File: src/hw/rtl/rcib_pkg.sv
// ---------------------------------------------------------------------------
// rcib_pkg
// Shared constants, codes and types for the radio-control serial frame
// receiver.
// ---------------------------------------------------------------------------
package rcib_pkg;

    // Frame layout.
    localparam int unsigned FRAME_LEN   = 32;
    localparam int unsigned POS_W       = $clog2(FRAME_LEN);
    localparam int unsigned CSUM_POS    = 30;
    localparam int unsigned CH_BASE     = 2;
    localparam logic [7:0]  HDR0        = 8'h20;
    localparam logic [7:0]  HDR1        = 8'h40;
    localparam logic [15:0] SUM_INIT    = 16'hFFFF;

    // Channels.
    localparam int unsigned CHANNELS_DEF = 14;
    localparam int unsigned CH_W         = 4;

    // Counters.
    localparam int unsigned CNT_W = 32;

    // Normalisation: (raw - 1500) * 32768 / 500, done as mag * 8192 / 125.
    // The quotient by 125 is a multiply by a rounded-up reciprocal of
    // 2^29 / 125, which is exact for all dividends below 2^22.
    localparam int unsigned CENTRE     = 1500;
    localparam int unsigned SPAN       = 500;
    localparam int unsigned MAG_W      = 9;
    localparam int unsigned RECIP_SH   = 29;
    localparam int unsigned RECIP_DIV  = 125;
    localparam int unsigned RECIP_W    = 23;
    localparam int unsigned NORM_MUL   = ((1 << RECIP_SH) + RECIP_DIV - 1) / RECIP_DIV;
    localparam int unsigned PROD_W     = MAG_W + RECIP_W;
    localparam int unsigned NORM_RSH   = RECIP_SH - 13;

    // Register reset values.
    localparam logic [15:0] TIMEOUT_RST  = 16'd100;
    localparam logic [14:0] DEADBAND_RST = 15'd1966;

    // Input commands.
    localparam logic [1:0] CMD_BYTE     = 2'd0;
    localparam logic [1:0] CMD_TICK     = 2'd1;
    localparam logic [1:0] CMD_LINE_ERR = 2'd2;

    // Result kinds.
    localparam logic [1:0] KIND_SYNC     = 2'd0;
    localparam logic [1:0] KIND_CHECKSUM = 2'd1;
    localparam logic [1:0] KIND_CHANNEL  = 2'd2;
    localparam logic [1:0] KIND_FAILSAFE = 2'd3;

    // Configuration register indexes.
    localparam int unsigned  REG_IDX_W    = 2;
    localparam logic [1:0]   REG_TIMEOUT  = 2'd0;
    localparam logic [1:0]   REG_DEADBAND = 2'd1;

    // Write request into the frame store.
    typedef struct packed {
        logic             we;
        logic [POS_W-1:0] addr;
        logic [7:0]       data;
    } mem_wr_t;

    function automatic logic [CNT_W-1:0] sat_inc(input logic [CNT_W-1:0] v);
        return (&v) ? v : v + 1'b1;
    endfunction

endpackage

File: src/hw/rtl/rcib_in_if.sv
// ---------------------------------------------------------------------------
// rcib_in_if
// Input channel: one command with an optional received byte per request.
// ---------------------------------------------------------------------------
interface rcib_in_if;
    logic       valid;
    logic       ready;
    logic [1:0] command;
    logic [7:0] rx_byte;

    modport source (output valid, output command, output rx_byte, input ready);
    modport sink   (input valid, input command, input rx_byte, output ready);
endinterface

File: src/hw/rtl/rcib_out_if.sv
// ---------------------------------------------------------------------------
// rcib_out_if
// Result channel: one decoded result with the counter snapshot per request.
// ---------------------------------------------------------------------------
interface rcib_out_if;
    logic               valid;
    logic               ready;
    logic [1:0]         kind;
    logic [3:0]         channel_index;
    logic [15:0]        raw_value;
    logic signed [15:0] normalized;
    logic               last;
    logic [31:0]        sync_errors;
    logic [31:0]        checksum_errors;
    logic [31:0]        valid_frames;

    modport source (output valid, output kind, output channel_index, output raw_value,
                    output normalized, output last, output sync_errors,
                    output checksum_errors, output valid_frames, input ready);
    modport sink   (input valid, input kind, input channel_index, input raw_value,
                    input normalized, input last, input sync_errors,
                    input checksum_errors, input valid_frames, output ready);
endinterface

File: src/hw/rtl/rcib_cfg_if.sv
// ---------------------------------------------------------------------------
// rcib_cfg_if
// Configuration write channel: register index and write data.
// ---------------------------------------------------------------------------
interface rcib_cfg_if;
    logic        valid;
    logic        ready;
    logic [1:0]  index;
    logic [15:0] data;

    modport source (output valid, output index, output data, input ready);
    modport sink   (input valid, input index, input data, output ready);
endinterface

File: src/hw/rtl/rcib_frame_mem.sv
// ---------------------------------------------------------------------------
// rcib_frame_mem
// Frame store: one write port and two read ports with registered read data.
// ---------------------------------------------------------------------------
module rcib_frame_mem (
    input  logic                       clk,
    input  rcib_pkg::mem_wr_t          wr,
    input  logic [rcib_pkg::POS_W-1:0] rd_addr_a,
    input  logic [rcib_pkg::POS_W-1:0] rd_addr_b,
    output logic [7:0]                 rd_data_a,
    output logic [7:0]                 rd_data_b
);
    import rcib_pkg::*;

    logic [7:0] mem [FRAME_LEN];

    always_ff @(posedge clk)
    begin
        if (wr.we)
        begin
            mem[wr.addr] <= wr.data;
        end
    end

    always_ff @(posedge clk)
    begin
        rd_data_a <= mem[rd_addr_a];
        rd_data_b <= mem[rd_addr_b];
    end

endmodule

File: src/hw/rtl/rcib_norm.sv
// ---------------------------------------------------------------------------
// rcib_norm
// Two-stage channel normaliser: centre, clamp, scale to Q1.15, deadband.
// ---------------------------------------------------------------------------
module rcib_norm (
    input  logic               clk,
    input  logic [15:0]        raw,
    input  logic [14:0]        deadband,
    output logic signed [15:0] norm
);
    import rcib_pkg::*;

    logic signed [16:0]  diff;
    logic                neg;
    logic [16:0]         mag_full;
    logic [PROD_W-1:0]   prod_reg;
    logic                hi_reg;
    logic                lo_reg;
    logic                neg_reg;
    logic [15:0]         q_mag;
    logic [16:0]         out_mag;
    logic signed [15:0]  q_val;

    assign diff     = $signed({1'b0, raw}) - $signed(17'(CENTRE));
    assign neg      = diff[16];
    assign mag_full = neg ? 17'(-diff) : 17'(diff);

    // Stage one: range flags and the reciprocal product.
    always_ff @(posedge clk)
    begin
        hi_reg   <= (diff >= $signed(17'(SPAN)));
        lo_reg   <= (diff <= -$signed(17'(SPAN)));
        neg_reg  <= neg;
        prod_reg <= PROD_W'(mag_full[MAG_W-1:0]) * PROD_W'(RECIP_W'(NORM_MUL));
    end

    assign q_mag = prod_reg[PROD_W-1:NORM_RSH];

    always_comb
    begin
        if (hi_reg)
        begin
            q_val   = 16'sh7FFF;
            out_mag = 17'h07FFF;
        end
        else if (lo_reg)
        begin
            q_val   = 16'sh8000;
            out_mag = 17'h08000;
        end
        else
        begin
            q_val   = neg_reg ? -$signed(q_mag) : $signed(q_mag);
            out_mag = {1'b0, q_mag};
        end
    end

    // Stage two: deadband and result register.
    always_ff @(posedge clk)
    begin
        norm <= (out_mag < {2'b00, deadband}) ? 16'sh0000 : q_val;
    end

endmodule

File: src/hw/rtl/rc_ibus_frame_receiver.sv
// ---------------------------------------------------------------------------
// rc_ibus_frame_receiver
// Radio-control serial frame receiver: header sync, checksum, channel
// decoding with Q1.15 normalisation, failsafe timer and error counters.
//
//   Channel  Dir   Handshake      Payload
//   stream   in    valid/ready    command, rx_byte
//   result   out   valid/ready    kind, channel_index, raw_value, normalized,
//                                 last, sync_errors, checksum_errors,
//                                 valid_frames
//   cfg      in    valid/ready    index, data (always ready)
//
// A byte or tick without a result leaves the sequencer idle. One with a single result
// passes through an emit state that waits for the result register to drain.
// After the closing byte of a frame the sequencer compares the checksum with a
// frame store read, then per channel runs a store read, two normaliser stages
// and the result register load, waiting there while the result register is full.
// Reset clears control state and counters; the frame store has no clear.
// A waiting result does not hold the next request back once the sequencer
// has returned to idle.
// ---------------------------------------------------------------------------
module rc_ibus_frame_receiver #(
    parameter int unsigned CHANNELS = rcib_pkg::CHANNELS_DEF
) (
    input  logic        clk,
    input  logic        rst_n,
    rcib_in_if.sink     stream,
    rcib_out_if.source  result,
    rcib_cfg_if.sink    cfg
);
    import rcib_pkg::*;

    localparam logic [2:0] S_IDLE  = 3'd0;
    localparam logic [2:0] S_EMIT1 = 3'd1;
    localparam logic [2:0] S_CHECK = 3'd2;
    localparam logic [2:0] S_RD    = 3'd3;
    localparam logic [2:0] S_W1    = 3'd4;
    localparam logic [2:0] S_W2    = 3'd5;
    localparam logic [2:0] S_EMIT  = 3'd6;

    localparam logic [CH_W-1:0] CH_LAST = CH_W'(CHANNELS - 1);

    logic [2:0]        state_reg, state_next;
    logic [POS_W-1:0]  pos_reg, pos_next;
    logic [15:0]       sum_reg, sum_next;
    logic [15:0]       sum_base;
    logic [CNT_W-1:0]  sync_cnt_reg, sync_cnt_next;
    logic [CNT_W-1:0]  csum_cnt_reg, csum_cnt_next;
    logic [CNT_W-1:0]  frame_cnt_reg, frame_cnt_next;
    logic              armed_reg, armed_next;
    logic [15:0]       ms_reg, ms_next;
    logic [1:0]        pend_kind_reg, pend_kind_next;
    logic [CH_W-1:0]   ch_reg, ch_next;
    logic [7:0]        csum_hi_reg, csum_hi_next;
    logic [15:0]       timeout_reg;
    logic [14:0]       deadband_reg;

    logic              out_valid_reg, out_valid_next;
    logic              load;
    logic [1:0]        kind_next;
    logic [CH_W-1:0]   ch_out_next;
    logic [15:0]       raw_next;
    logic signed [15:0] norm_next;
    logic              last_next;
    logic [1:0]        kind_reg;
    logic [CH_W-1:0]   ch_out_reg;
    logic [15:0]       raw_reg;
    logic signed [15:0] norm_reg;
    logic              last_reg;
    logic [CNT_W-1:0]  sync_out_reg, csum_out_reg, frame_out_reg;

    logic              accept;
    logic              slot_free;
    mem_wr_t           wr;
    logic [POS_W-1:0]  even_addr;
    logic [POS_W-1:0]  rd_addr_a, rd_addr_b;
    logic [7:0]        rd_data_a, rd_data_b;
    logic signed [15:0] norm_val;

    assign stream.ready = (state_reg == S_IDLE);
    assign accept       = stream.valid && stream.ready;
    assign slot_free    = !out_valid_reg || result.ready;

    // Channel i sits at bytes 2+2i (low) and 3+2i (high); while idle, port A
    // looks at the low checksum byte so it is ready when the frame closes.
    assign even_addr = POS_W'(CH_BASE) + POS_W'({ch_reg, 1'b0});
    assign rd_addr_a = (state_reg == S_IDLE) ? POS_W'(CSUM_POS) : even_addr;
    assign rd_addr_b = {even_addr[POS_W-1:1], 1'b1};

    assign sum_base  = (pos_reg == '0) ? SUM_INIT : sum_reg;

    rcib_frame_mem u_mem (
        .clk       (clk),
        .wr        (wr),
        .rd_addr_a (rd_addr_a),
        .rd_addr_b (rd_addr_b),
        .rd_data_a (rd_data_a),
        .rd_data_b (rd_data_b)
    );

    rcib_norm u_norm (
        .clk      (clk),
        .raw      ({rd_data_b, rd_data_a}),
        .deadband (deadband_reg),
        .norm     (norm_val)
    );

    always_comb
    begin
        state_next     = state_reg;
        pos_next       = pos_reg;
        sum_next       = sum_reg;
        sync_cnt_next  = sync_cnt_reg;
        csum_cnt_next  = csum_cnt_reg;
        frame_cnt_next = frame_cnt_reg;
        armed_next     = armed_reg;
        ms_next        = ms_reg;
        pend_kind_next = pend_kind_reg;
        ch_next        = ch_reg;
        csum_hi_next   = csum_hi_reg;
        wr             = '0;
        load           = 1'b0;
        kind_next      = pend_kind_reg;
        ch_out_next    = '0;
        raw_next       = '0;
        norm_next      = '0;
        last_next      = 1'b1;

        case (state_reg)
            S_IDLE:
            begin
                if (accept)
                begin
                    case (stream.command)
                        CMD_BYTE:
                        begin
                            if (pos_reg == POS_W'(0) && stream.rx_byte != HDR0)
                            begin
                                sync_cnt_next  = sat_inc(sync_cnt_reg);
                                pend_kind_next = KIND_SYNC;
                                state_next     = S_EMIT1;
                            end
                            else if (pos_reg == POS_W'(1) && stream.rx_byte != HDR1)
                            begin
                                // A stray header byte in second place opens a new frame.
                                sync_cnt_next  = sat_inc(sync_cnt_reg);
                                pend_kind_next = KIND_SYNC;
                                state_next     = S_EMIT1;
                                if (stream.rx_byte == HDR0)
                                begin
                                    wr.we    = 1'b1;
                                    wr.addr  = '0;
                                    wr.data  = stream.rx_byte;
                                    sum_next = SUM_INIT - {8'h00, stream.rx_byte};
                                    pos_next = POS_W'(1);
                                end
                                else
                                begin
                                    sum_next = SUM_INIT;
                                    pos_next = '0;
                                end
                            end
                            else
                            begin
                                wr.we    = 1'b1;
                                wr.addr  = pos_reg;
                                wr.data  = stream.rx_byte;
                                sum_next = (pos_reg < POS_W'(CSUM_POS))
                                           ? sum_base - {8'h00, stream.rx_byte}
                                           : sum_base;
                                pos_next = pos_reg + 1'b1;
                                if (pos_reg == POS_W'(FRAME_LEN - 1))
                                begin
                                    csum_hi_next = stream.rx_byte;
                                    state_next   = S_CHECK;
                                end
                            end
                        end
                        CMD_TICK:
                        begin
                            if (armed_reg)
                            begin
                                if (ms_reg >= timeout_reg)
                                begin
                                    armed_next     = 1'b0;
                                    pend_kind_next = KIND_FAILSAFE;
                                    state_next     = S_EMIT1;
                                end
                                else
                                begin
                                    ms_next = ms_reg + 1'b1;
                                end
                            end
                        end
                        CMD_LINE_ERR:
                        begin
                            pos_next = '0;
                            sum_next = SUM_INIT;
                        end
                        default:
                        begin
                        end
                    endcase
                end
            end
            S_EMIT1:
            begin
                if (slot_free)
                begin
                    load       = 1'b1;
                    state_next = S_IDLE;
                end
            end
            S_CHECK:
            begin
                sum_next = SUM_INIT;
                if ({csum_hi_reg, rd_data_a} != sum_reg)
                begin
                    csum_cnt_next  = sat_inc(csum_cnt_reg);
                    pend_kind_next = KIND_CHECKSUM;
                    state_next     = S_EMIT1;
                end
                else
                begin
                    frame_cnt_next = sat_inc(frame_cnt_reg);
                    armed_next     = 1'b1;
                    ms_next        = '0;
                    ch_next        = '0;
                    state_next     = S_RD;
                end
            end
            S_RD:
            begin
                state_next = S_W1;
            end
            S_W1:
            begin
                state_next = S_W2;
            end
            S_W2:
            begin
                state_next = S_EMIT;
            end
            S_EMIT:
            begin
                kind_next   = KIND_CHANNEL;
                ch_out_next = ch_reg;
                raw_next    = {rd_data_b, rd_data_a};
                norm_next   = norm_val;
                last_next   = (ch_reg == CH_LAST);
                if (slot_free)
                begin
                    load = 1'b1;
                    if (ch_reg == CH_LAST)
                    begin
                        state_next = S_IDLE;
                    end
                    else
                    begin
                        ch_next    = ch_reg + 1'b1;
                        state_next = S_RD;
                    end
                end
            end
            default:
            begin
                state_next = S_IDLE;
            end
        endcase

        out_valid_next = load ? 1'b1 : (out_valid_reg && !result.ready);
    end

    always_ff @(posedge clk or negedge rst_n)
    begin
        if (!rst_n)
        begin
            state_reg     <= S_IDLE;
            pos_reg       <= '0;
            sum_reg       <= SUM_INIT;
            sync_cnt_reg  <= '0;
            csum_cnt_reg  <= '0;
            frame_cnt_reg <= '0;
            armed_reg     <= 1'b0;
            ms_reg        <= '0;
            pend_kind_reg <= KIND_SYNC;
            ch_reg        <= '0;
            out_valid_reg <= 1'b0;
        end
        else
        begin
            state_reg     <= state_next;
            pos_reg       <= pos_next;
            sum_reg       <= sum_next;
            sync_cnt_reg  <= sync_cnt_next;
            csum_cnt_reg  <= csum_cnt_next;
            frame_cnt_reg <= frame_cnt_next;
            armed_reg     <= armed_next;
            ms_reg        <= ms_next;
            pend_kind_reg <= pend_kind_next;
            ch_reg        <= ch_next;
            out_valid_reg <= out_valid_next;
        end
    end

    // Payload registers carry no reset.
    always_ff @(posedge clk)
    begin
        csum_hi_reg <= csum_hi_next;
        if (load)
        begin
            kind_reg      <= kind_next;
            ch_out_reg    <= ch_out_next;
            raw_reg       <= raw_next;
            norm_reg      <= norm_next;
            last_reg      <= last_next;
            sync_out_reg  <= sync_cnt_reg;
            csum_out_reg  <= csum_cnt_reg;
            frame_out_reg <= frame_cnt_reg;
        end
    end

    assign cfg.ready = 1'b1;

    always_ff @(posedge clk or negedge rst_n)
    begin
        if (!rst_n)
        begin
            timeout_reg  <= TIMEOUT_RST;
            deadband_reg <= DEADBAND_RST;
        end
        else if (cfg.valid)
        begin
            if (cfg.index == REG_TIMEOUT)
            begin
                timeout_reg <= cfg.data;
            end
            else if (cfg.index == REG_DEADBAND)
            begin
                deadband_reg <= cfg.data[14:0];
            end
        end
    end

    assign result.valid           = out_valid_reg;
    assign result.kind            = kind_reg;
    assign result.channel_index   = ch_out_reg;
    assign result.raw_value       = raw_reg;
    assign result.normalized      = norm_reg;
    assign result.last            = last_reg;
    assign result.sync_errors     = sync_out_reg;
    assign result.checksum_errors = csum_out_reg;
    assign result.valid_frames    = frame_out_reg;

    // The closing byte of a frame always leads to the checksum test.
    a_frame_close: assert property (@(posedge clk) disable iff (!rst_n)
        (accept && stream.command == CMD_BYTE && pos_reg == POS_W'(FRAME_LEN - 1))
        |=> (state_reg == S_CHECK && pos_reg == '0))
        else $error("frame close did not reach checksum test");

    // Channel emission never runs past the configured channel count.
    a_ch_range: assert property (@(posedge clk) disable iff (!rst_n)
        (state_reg == S_RD || state_reg == S_EMIT) |-> (ch_reg <= CH_LAST))
        else $error("channel index out of range");

    // Counters only ever climb.
    a_cnt_mono: assert property (@(posedge clk) disable iff (!rst_n)
        1'b1 |=> (sync_cnt_reg >= $past(sync_cnt_reg)
                  && csum_cnt_reg >= $past(csum_cnt_reg)
                  && frame_cnt_reg >= $past(frame_cnt_reg)))
        else $error("error or frame counter went backwards");

    // A good checksum arms the link with a fresh timer.
    a_arm: assert property (@(posedge clk) disable iff (!rst_n)
        (state_reg == S_CHECK && {csum_hi_reg, rd_data_a} == sum_reg)
        |=> (armed_reg && ms_reg == '0 && state_reg == S_RD))
        else $error("good frame did not arm the link");

endmodule

File: src/flat_wrapper.sv
// flat-port wrapper written by rule: the top's interface ports become plain ports
module rc_ibus_frame_receiver_flat import rcib_pkg::*;
#(
    parameter int unsigned CHANNELS = rcib_pkg::CHANNELS_DEF
)
  (clk, rst_n, stream_valid, stream_command, stream_rx_byte, stream_ready, result_valid, result_kind, result_channel_index, result_raw_value, result_normalized, result_last, result_sync_errors, result_checksum_errors, result_valid_frames, result_ready, cfg_valid, cfg_index, cfg_data, cfg_ready);
  rcib_in_if stream_i ();
  rcib_out_if result_i ();
  rcib_cfg_if cfg_i ();
  input  logic clk;
  input  logic rst_n;
  input wire logic [$bits(stream_i.valid)-1:0] stream_valid;
  input wire logic [$bits(stream_i.command)-1:0] stream_command;
  input wire logic [$bits(stream_i.rx_byte)-1:0] stream_rx_byte;
  output wire logic [$bits(stream_i.ready)-1:0] stream_ready;
  output wire logic [$bits(result_i.valid)-1:0] result_valid;
  output wire logic [$bits(result_i.kind)-1:0] result_kind;
  output wire logic [$bits(result_i.channel_index)-1:0] result_channel_index;
  output wire logic [$bits(result_i.raw_value)-1:0] result_raw_value;
  output wire logic [$bits(result_i.normalized)-1:0] result_normalized;
  output wire logic [$bits(result_i.last)-1:0] result_last;
  output wire logic [$bits(result_i.sync_errors)-1:0] result_sync_errors;
  output wire logic [$bits(result_i.checksum_errors)-1:0] result_checksum_errors;
  output wire logic [$bits(result_i.valid_frames)-1:0] result_valid_frames;
  input wire logic [$bits(result_i.ready)-1:0] result_ready;
  input wire logic [$bits(cfg_i.valid)-1:0] cfg_valid;
  input wire logic [$bits(cfg_i.index)-1:0] cfg_index;
  input wire logic [$bits(cfg_i.data)-1:0] cfg_data;
  output wire logic [$bits(cfg_i.ready)-1:0] cfg_ready;
  assign stream_i.valid = stream_valid;
  assign stream_i.command = stream_command;
  assign stream_i.rx_byte = stream_rx_byte;
  assign stream_ready = stream_i.ready;
  assign result_valid = result_i.valid;
  assign result_kind = result_i.kind;
  assign result_channel_index = result_i.channel_index;
  assign result_raw_value = result_i.raw_value;
  assign result_normalized = result_i.normalized;
  assign result_last = result_i.last;
  assign result_sync_errors = result_i.sync_errors;
  assign result_checksum_errors = result_i.checksum_errors;
  assign result_valid_frames = result_i.valid_frames;
  assign result_i.ready = result_ready;
  assign cfg_i.valid = cfg_valid;
  assign cfg_i.index = cfg_index;
  assign cfg_i.data = cfg_data;
  assign cfg_ready = cfg_i.ready;
  rc_ibus_frame_receiver #(.CHANNELS(CHANNELS)) u_core (.clk(clk), .rst_n(rst_n), .stream(stream_i), .result(result_i), .cfg(cfg_i));
endmodule
File: config.mk
export PLATFORM = sky130hd
export DESIGN_NAME = rc_ibus_frame_receiver_flat
export DESIGN_NICKNAME = d
export VERILOG_FILES = /design/src/hw/rtl/rcib_pkg.sv /design/src/hw/rtl/rcib_in_if.sv /design/src/hw/rtl/rcib_out_if.sv /design/src/hw/rtl/rcib_cfg_if.sv /design/src/hw/rtl/rcib_frame_mem.sv /design/src/hw/rtl/rcib_norm.sv /design/src/hw/rtl/rc_ibus_frame_receiver.sv /design/src/flat_wrapper.sv
export SDC_FILE = /design/constraint.sdc
export NUM_CORES = 1
export LEC_CHECK = 0
export ABC_AREA = 1
export BUFFER_PORTS_ARGS = -buffer_cell sky130_fd_sc_hd__clkbuf_2
export CAP_MARGIN = 30
export CORE_UTILIZATION = 54
export CTS_CLUSTER_DIAMETER = 30
export DETAILED_ROUTE_END_ITERATION = 10
export GPL_ROUTABILITY_DRIVEN = 0
export GPL_TIMING_DRIVEN = 0
export PLACE_DENSITY = 0.82
export SYNTH_ARGS = -nofsm -noshare
export SYNTH_HDL_FRONTEND = slang
export SYNTH_SLANG_ARGS = --single-unit
File: constraint.sdc
create_clock -name clk -period 11.8 [get_ports clk]
set_input_delay 0.59 -clock clk [delete_from_list [all_inputs] [get_ports clk]]
set_output_delay 0.59 -clock clk [all_outputs]
set_load 0.03 [all_outputs]
# Word-level counts from Yosys, hierarchy flattened
# Memory sizes are Yosys's and may differ from the RTL's. A register that Yosys moved wholly into a read port is not among the register bits.
# Index checks and enable logic that the tools add are counted.
[classes]
add_sub_neg = 12
multipliers = 1
order_cmp = 5
n_eq_ne = 33
mux = 69
bitwise_logic = 6
reduce_logical = 33
[ops]
columns = ["cell", "count"]
rows = [
  ["16-bit 2-to-1 mux", 15],
  ["32-bit by 1-bit adder with 32-bit output (second input constant)", 3],
  ["32-bit 2-to-1 mux", 3],
  ["16-bit one-hot mux with 2 select lines", 3],
  ["32-bit AND reduction", 3],
  ["14-bit 2-to-1 mux", 6],
  ["9-bit by 20-bit multiplier with 29-bit output (second input constant)", 1],
  ["3-bit 2-to-1 mux", 8],
  ["3-bit one-hot mux with 7 select lines", 1],
  ["4-bit AND reduction", 5],
  ["17-bit by 10-bit greater-or-equal comparator with 1-bit output (second input constant)", 1],
  ["17-bit by 10-bit <= comparator with 1-bit output (second input constant)", 1],
  ["17-bit by 15-bit < comparator with 1-bit output", 1],
  ["16-bit by 11-bit subtractor with 17-bit output (second input constant)", 1],
  ["16-bit by 1-bit adder with 16-bit output (second input constant)", 1],
  ["16-bit greater-or-equal comparator", 1],
  ["2-bit 2-to-1 mux", 8],
  ["16-bit inequality test", 1],
  ["16-bit negator", 1],
  ["16-bit by 8-bit subtractor with 16-bit output", 1],
  ["15-bit 2-to-1 mux", 1],
  ["5-bit 2-to-1 mux", 3],
  ["3-bit inequality test (second input constant)", 5],
  ["2-bit inequality test (second input constant)", 7],
  ["other kinds (41)", 78],
]
[word_totals]
register_bits = 366
ram_bits = 256
wordCells = 188
mem_count = 1
[mem_list]
columns = ["name", "words", "word_bits", "read_ports", "rd_ports_with_merged_regs", "wr", "line", "source"]
rows = [
  ["u_core.u_mem.mem", 32, 8, 2, 2, 1, "rcib_frame_mem.sv:15", "logic [7:0] mem [FRAME_LEN];"],
]

# Longest topological paths before layout
[depth]
depth_word = 9
ltp_mapped = 30
depth_no_buf = 30

# Modules after synthesis
# Synthesis repeated with hierarchy kept, for this count alone.
[hier_totals]
hier_cells = 4181
hier_area_um2 = 34964.8
[modules_own_cells]
columns = ["mod", "n_inst", "cells_per_inst", "area_each_um2", "seq_area_each_um2"]
rows = [
  ["rc_ibus_frame_receiver", 1, 1901, 16240.6, 8707.1],
  ["rcib_frame_mem", 1, 1539, 13660.6, 8007.7],
  ["rcib_norm", 1, 741, 5063.6, 700.7],
]

# Worst setup path before layout
# No wires, ideal clock.
[synth_timing]
path_kind = "reg2reg"
start = "register u_core.state_reg[0]"
end = "register u_core.ch_out_reg[0], in the netlist u_core.result.channel_index[0] (enable)"
arrival_ns = 6.542
required_time_ns = 11.169
path_slack_ns = 4.627
path_stages_with_launch = 6
synth_period_minus_slack_ns = 7.173
cell_sequence = "dfrtp_1 > inv_1 > nand2_2 > nor2_1 > a21oi_1 > nor2_1"
[synth_between]
elab_chain_cells = 3
[synth_rtl]
columns = ["item", "line", "source"]
rows = [
  ["start: declaration", "rc_ibus_frame_receiver.sv:43", "logic [2:0] state_reg, state_next;"],
  ["start signal: assignment", "rc_ibus_frame_receiver.sv:292", "state_reg <= state_next;"],
  ["3-bit by 1-bit equality test with 1-bit output / 3-bit equality test (equally long branches)", "rc_ibus_frame_receiver.sv:129", "case (state_reg)"],
  ["2-bit OR reduction (no source line) (*)", "n/a", ""],
  ["1-bit 2-to-1 mux (*)", "n/a", ""],
  ["net u_core.load", "rc_ibus_frame_receiver.sv:59", "logic load;"],
  ["end signal: assignment", "rc_ibus_frame_receiver.sv:313", "ch_out_reg <= ch_out_next;"],
  ["end: declaration", "rc_ibus_frame_receiver.sv:66", "logic [CH_W-1:0] ch_out_reg;"],
]
# Mark *: on every way through the listed nets, which the timed path passes. The rest lies on a longest branch.
# A chain may end at the register's enable or synchronous reset.

# Worst setup path in the final report
[layout_timing]
start = "register u_core.u_mem.rd_data_a[3], read port of u_core.u_mem.mem"
end = "register u_core.u_norm.prod_reg[29]"
[layout_between]
elab_chain_cells = 4
[layout_rtl]
columns = ["item", "line", "source"]
rows = [
  ["start: declaration", "rcib_frame_mem.sv:10", "output logic [7:0] rd_data_a,"],
  ["16-bit by 11-bit subtractor with 17-bit output (*)", "rcib_norm.sv:24", "assign diff = $signed({1'b0, raw}) - $signed(17'(CENTRE));"],
  ["9-bit negator", "rcib_norm.sv:26", "assign mag_full = neg ? 17'(-diff) : 17'(diff);"],
  ["9-bit 2-to-1 mux (*)", "rcib_norm.sv:26", ""],
  ["9-bit by 20-bit multiplier with 29-bit output (*)", "rcib_norm.sv:34", "prod_reg <= PROD_W'(mag_full[MAG_W-1:0]) * PROD_W'(RECIP_W'(NORM_MUL));"],
  ["end signal: assignment", "rcib_norm.sv:34", ""],
  ["end: declaration", "rcib_norm.sv:16", "logic [PROD_W-1:0] prod_reg;"],
]
# Mark *: on every way between the ends. The rest lies on a longest branch, timed or not.

==> out/metrics.cfg <==
[cells_and_area]
final_layout_size_suffix_gt1_frac=0.138
final_core_utilization=0.656
final-instance-count-excl-fill=4423
largest_register_by_flop_count=u_core.u_mem.mem
fillCellCount=4020
layout.nets=3744
synthToLayoutAreaGrowth_pct=19.5
largest_register_ff_count=256

[timing]
min_period_ps=6190
final_number_of_setup_violating_endpoints=0
timing_worst_slew_pin_value_ps=1010
fin_setup_tns_ps=0
timing.fmax_mhz=162
worst_clock_skew_ps=28.7
final-hold-violation-count=0
rsz0062_at_grt=false
maxSlewViolCount=0
hold_slack_ps=119
finalCritPeriodShare=0.524
timing.max_slew.rel_slack=0.326

[worst_hold_path]
min_to=u_core.csum_hi_reg[7]
path_type_of_the_worst_min_delay_path=input pin to register
worst_hold_path.num_cells=1
min_from=stream_rx_byte[7]

[setup_path]
max_fanout_on_critical_path=6
required_ps=12300
reg2reg_depth=27
timing.rr.start=u_core.u_mem.rd_data_a[3]
critical_path_arrival_ps=6690
critical_path.reg2reg.endpoint=u_core.u_norm.prod_reg[29]
worst-setup-path-type=register to register
timing.reg2reg.setup_slack_ps=5610
setup.worst_path.start_class=register
cp-end-kind=register

[power]
cellLeakagePower_nw=16.1
peakVddDrop_mv=0.511
report.power.total_mw=12.0
power-per-cell-area_nw_per_um2=321

[clock_tree]
cts.path.max_buffers=3
cts-root-buf=sky130_fd_sc_hd__clkbuf_16
postCtsSetupBuffers=0
cts-buffers-inserted=110
tritoncts=yes
cts.clk_slew.worst_paths_ps=60
cts.sinks=625
clk_latency_ps=670
cts_htree_levels=3

[routing]
routed_wirelength_um=83000
top_signal_layer_used=met5
ant_nets=0
wl_met2_um=39300
wl_on_met1_um=32200
route.vias.total=25500
wl_per_cell_um=18.8
route.detailed.vias_per_inst=5.76
drc=0
met3WireLength_um=7410
drt_first_iter_violations=3331
dr.pass1.iters=8

[logic_synthesis]
yosysUniqueCellTypes=60
yosys.area_share.adder=0.0634
synth_top_family_by_area=simple AND/OR/NAND/NOR gates
syn_avg_cell_area_sq_um=9.54
synth_warnings=0
most_frequent_cell_after_synthesis=sky130_fd_sc_hd__nand2_1
netlist_instances=3263
share_of_cell_area_taken_by_muxes_after_synthesis=0
synthXorXnorAreaFrac=0.0418
synthTopCellsByArea=sky130_fd_sc_hd__edfxtp_1, sky130_fd_sc_hd__dfrtp_1, sky130_fd_sc_hd__nand2_1
synth_largest_type_area_fraction=0.385
post_syn_area_sq_um=31100
synthSimpleGateAreaFrac=0.197
ys_top_cells_by_count=sky130_fd_sc_hd__nand2_1, sky130_fd_sc_hd__nor2_1, sky130_fd_sc_hd__edfxtp_1
synth-async-reset-ratio=0.280
synth_top_flop_cell=sky130_fd_sc_hd__edfxtp_1
seq_area_frac_synth=0.559
post_synthesis_cell_type_with_the_largest_combined_area=sky130_fd_sc_hd__edfxtp_1
synth_edf_count=399
flip_flop_and_latch_count_after_synthesis=625
synth_nets=3440
synth_compound_gate_area_share=0.0807

[global_routing]
track_usage=0.283
first_global_vias=25000
grt_antenna_before_repair=3
pin_count_of_the_biggest_net_entering_global_routing=110
grt_first_pass_wirelength_um=132000
grt.overflow.total=0

[die]
start_util=0.549
die_area_sq_um=58600
die_width_um=242
die_extent_in_y_um=242
io_pins=171
num_rows=87
core-area_sq_um=56700

[run]
maxCapViolCount=0

[placed_design]
dp.cells=4210
place_hpwl_um=56700
quantity_of_i_o_buffers_inserted_on_ports=169

[status]
outcome=finished clean

-- repair_timing --
item	CTS	global route
hold buffers	1	0
gates resized for setup	0	0
endpoints found under the hold margin	66	0
-- metrics by stage --
step	area, sq um	worst slack [ps]
6_report	37200	5610
5_1_grt	37200	5270
4_1_cts	37200	5740
3_5_place_dp	33300	5790
3_3_place_gp	32900	2250
2_1_floorplan	31100	4630
-- cell families after synthesis --
| group | after synthesis |
|---|---|
| adders and majority gates | 144 |
| AOI/OAI and AO/OA | 440 |
| xor gates and xnor gates | 147 |
| other | 1 |
| and+or+nand+nor | 1447 |
| buffers and inverters | 459 |
| DFF | 625 |
-- worst max-delay path: stages (launching register included) --
cell and delay (ps):
sky130_fd_sc_hd__dfxtp_1 580, sky130_fd_sc_hd__ha_1 330, sky130_fd_sc_hd__nand2_1 90, sky130_fd_sc_hd__nand2_2 140
sky130_fd_sc_hd__xor2_1 350, sky130_fd_sc_hd__nand3_1 190, sky130_fd_sc_hd__o21ai_2 170, sky130_fd_sc_hd__or2_1 170
sky130_fd_sc_hd__nand2_2 110, sky130_fd_sc_hd__ha_1 370, sky130_fd_sc_hd__ha_1 300, sky130_fd_sc_hd__inv_1 60
sky130_fd_sc_hd__fa_1 470, sky130_fd_sc_hd__inv_1 60, sky130_fd_sc_hd__fa_1 490, sky130_fd_sc_hd__fa_1 490
sky130_fd_sc_hd__ha_1 330, sky130_fd_sc_hd__nand2_1 90, sky130_fd_sc_hd__inv_1 90, sky130_fd_sc_hd__nand3_1 60
sky130_fd_sc_hd__o21ai_0 330, sky130_fd_sc_hd__nand3_1 120, sky130_fd_sc_hd__nand2_1 150, sky130_fd_sc_hd__nand2_1 80
sky130_fd_sc_hd__nand2_1 130, sky130_fd_sc_hd__nand2_1 90, sky130_fd_sc_hd__nand2_1 90, sky130_fd_sc_hd__nand2_1 110
-- layer usage --
layer	track usage	up-vias
met3	0.0518	303
met1	0.359	12100
met4	0.147	4
met5	0	-
li1	-	11600
met2	0.463	1469
-- worst max-delay path by stage --
stage	startpoint	end	slack [ps]
floorplan	u_core.state_reg[0]	u_core.result.channel_index[0]	4630
global placement	u_core.state_reg[0]	u_core.result.sync_errors[3]	2250
detailed placement	u_core.u_mem.rd_data_a[3]	u_core.u_norm.prod_reg[29]	5790
CTS	u_core.u_mem.rd_data_a[3]	u_core.u_norm.prod_reg[29]	5740
global route	u_core.u_mem.rd_data_a[2]	u_core.u_norm.prod_reg[29]	5270
finish	u_core.u_mem.rd_data_a[3]	u_core.u_norm.prod_reg[29]	5610
-- cell usage in the layout, fill, tap and decap left out, types with 62 or more instances in the layout --
cell type                   Yosys  layout
sky130_fd_sc_hd__clkbuf_1      55      62
sky130_fd_sc_hd__nor3_1        69      63
sky130_fd_sc_hd__nand3_1      168     168
sky130_fd_sc_hd__ha_1         121     121
sky130_fd_sc_hd__clkbuf_16      0     113
sky130_fd_sc_hd__a21oi_1       64      64
sky130_fd_sc_hd__xor2_1       101     101
sky130_fd_sc_hd__nand2_1      681     681
sky130_fd_sc_hd__nor2_1       412     410
sky130_fd_sc_hd__o21ai_0      242     242
sky130_fd_sc_hd__edfxtp_1     399     399
sky130_fd_sc_hd__inv_1        354     354
sky130_fd_sc_hd__dfrtp_1      148     148
sky130_fd_sc_hd__clkbuf_2       0     168
-- power by group --
group	switching, mW	total [mW]	internal (mW)
Clock	1.16	3.29	2.13
Combinational	3.84	5.84	2.00
Sequential	0.179	2.83	2.65
-- area by class of cell --
| cell class | count | area (sq um) | area share |
|---|---|---|---|
| flip-flops and latches | 625 | 17400 | 0.468 |
| multi-input cells | 2179 | 12000 | 0.322 |
| clock buffers | 124 | 2910 | 0.0781 |
| inverters | 368 | 1390 | 0.0373 |
| repair buffers | 192 | 1160 | 0.0313 |
| clock inverters | 86 | 1010 | 0.0271 |
| well taps | 756 | 946 | 0.0254 |
| plain buffers | 91 | 410 | 0.0110 |
| diodes | 2 | 5.00 | 0.000134 |
Power figures use the tool's default switching activity.
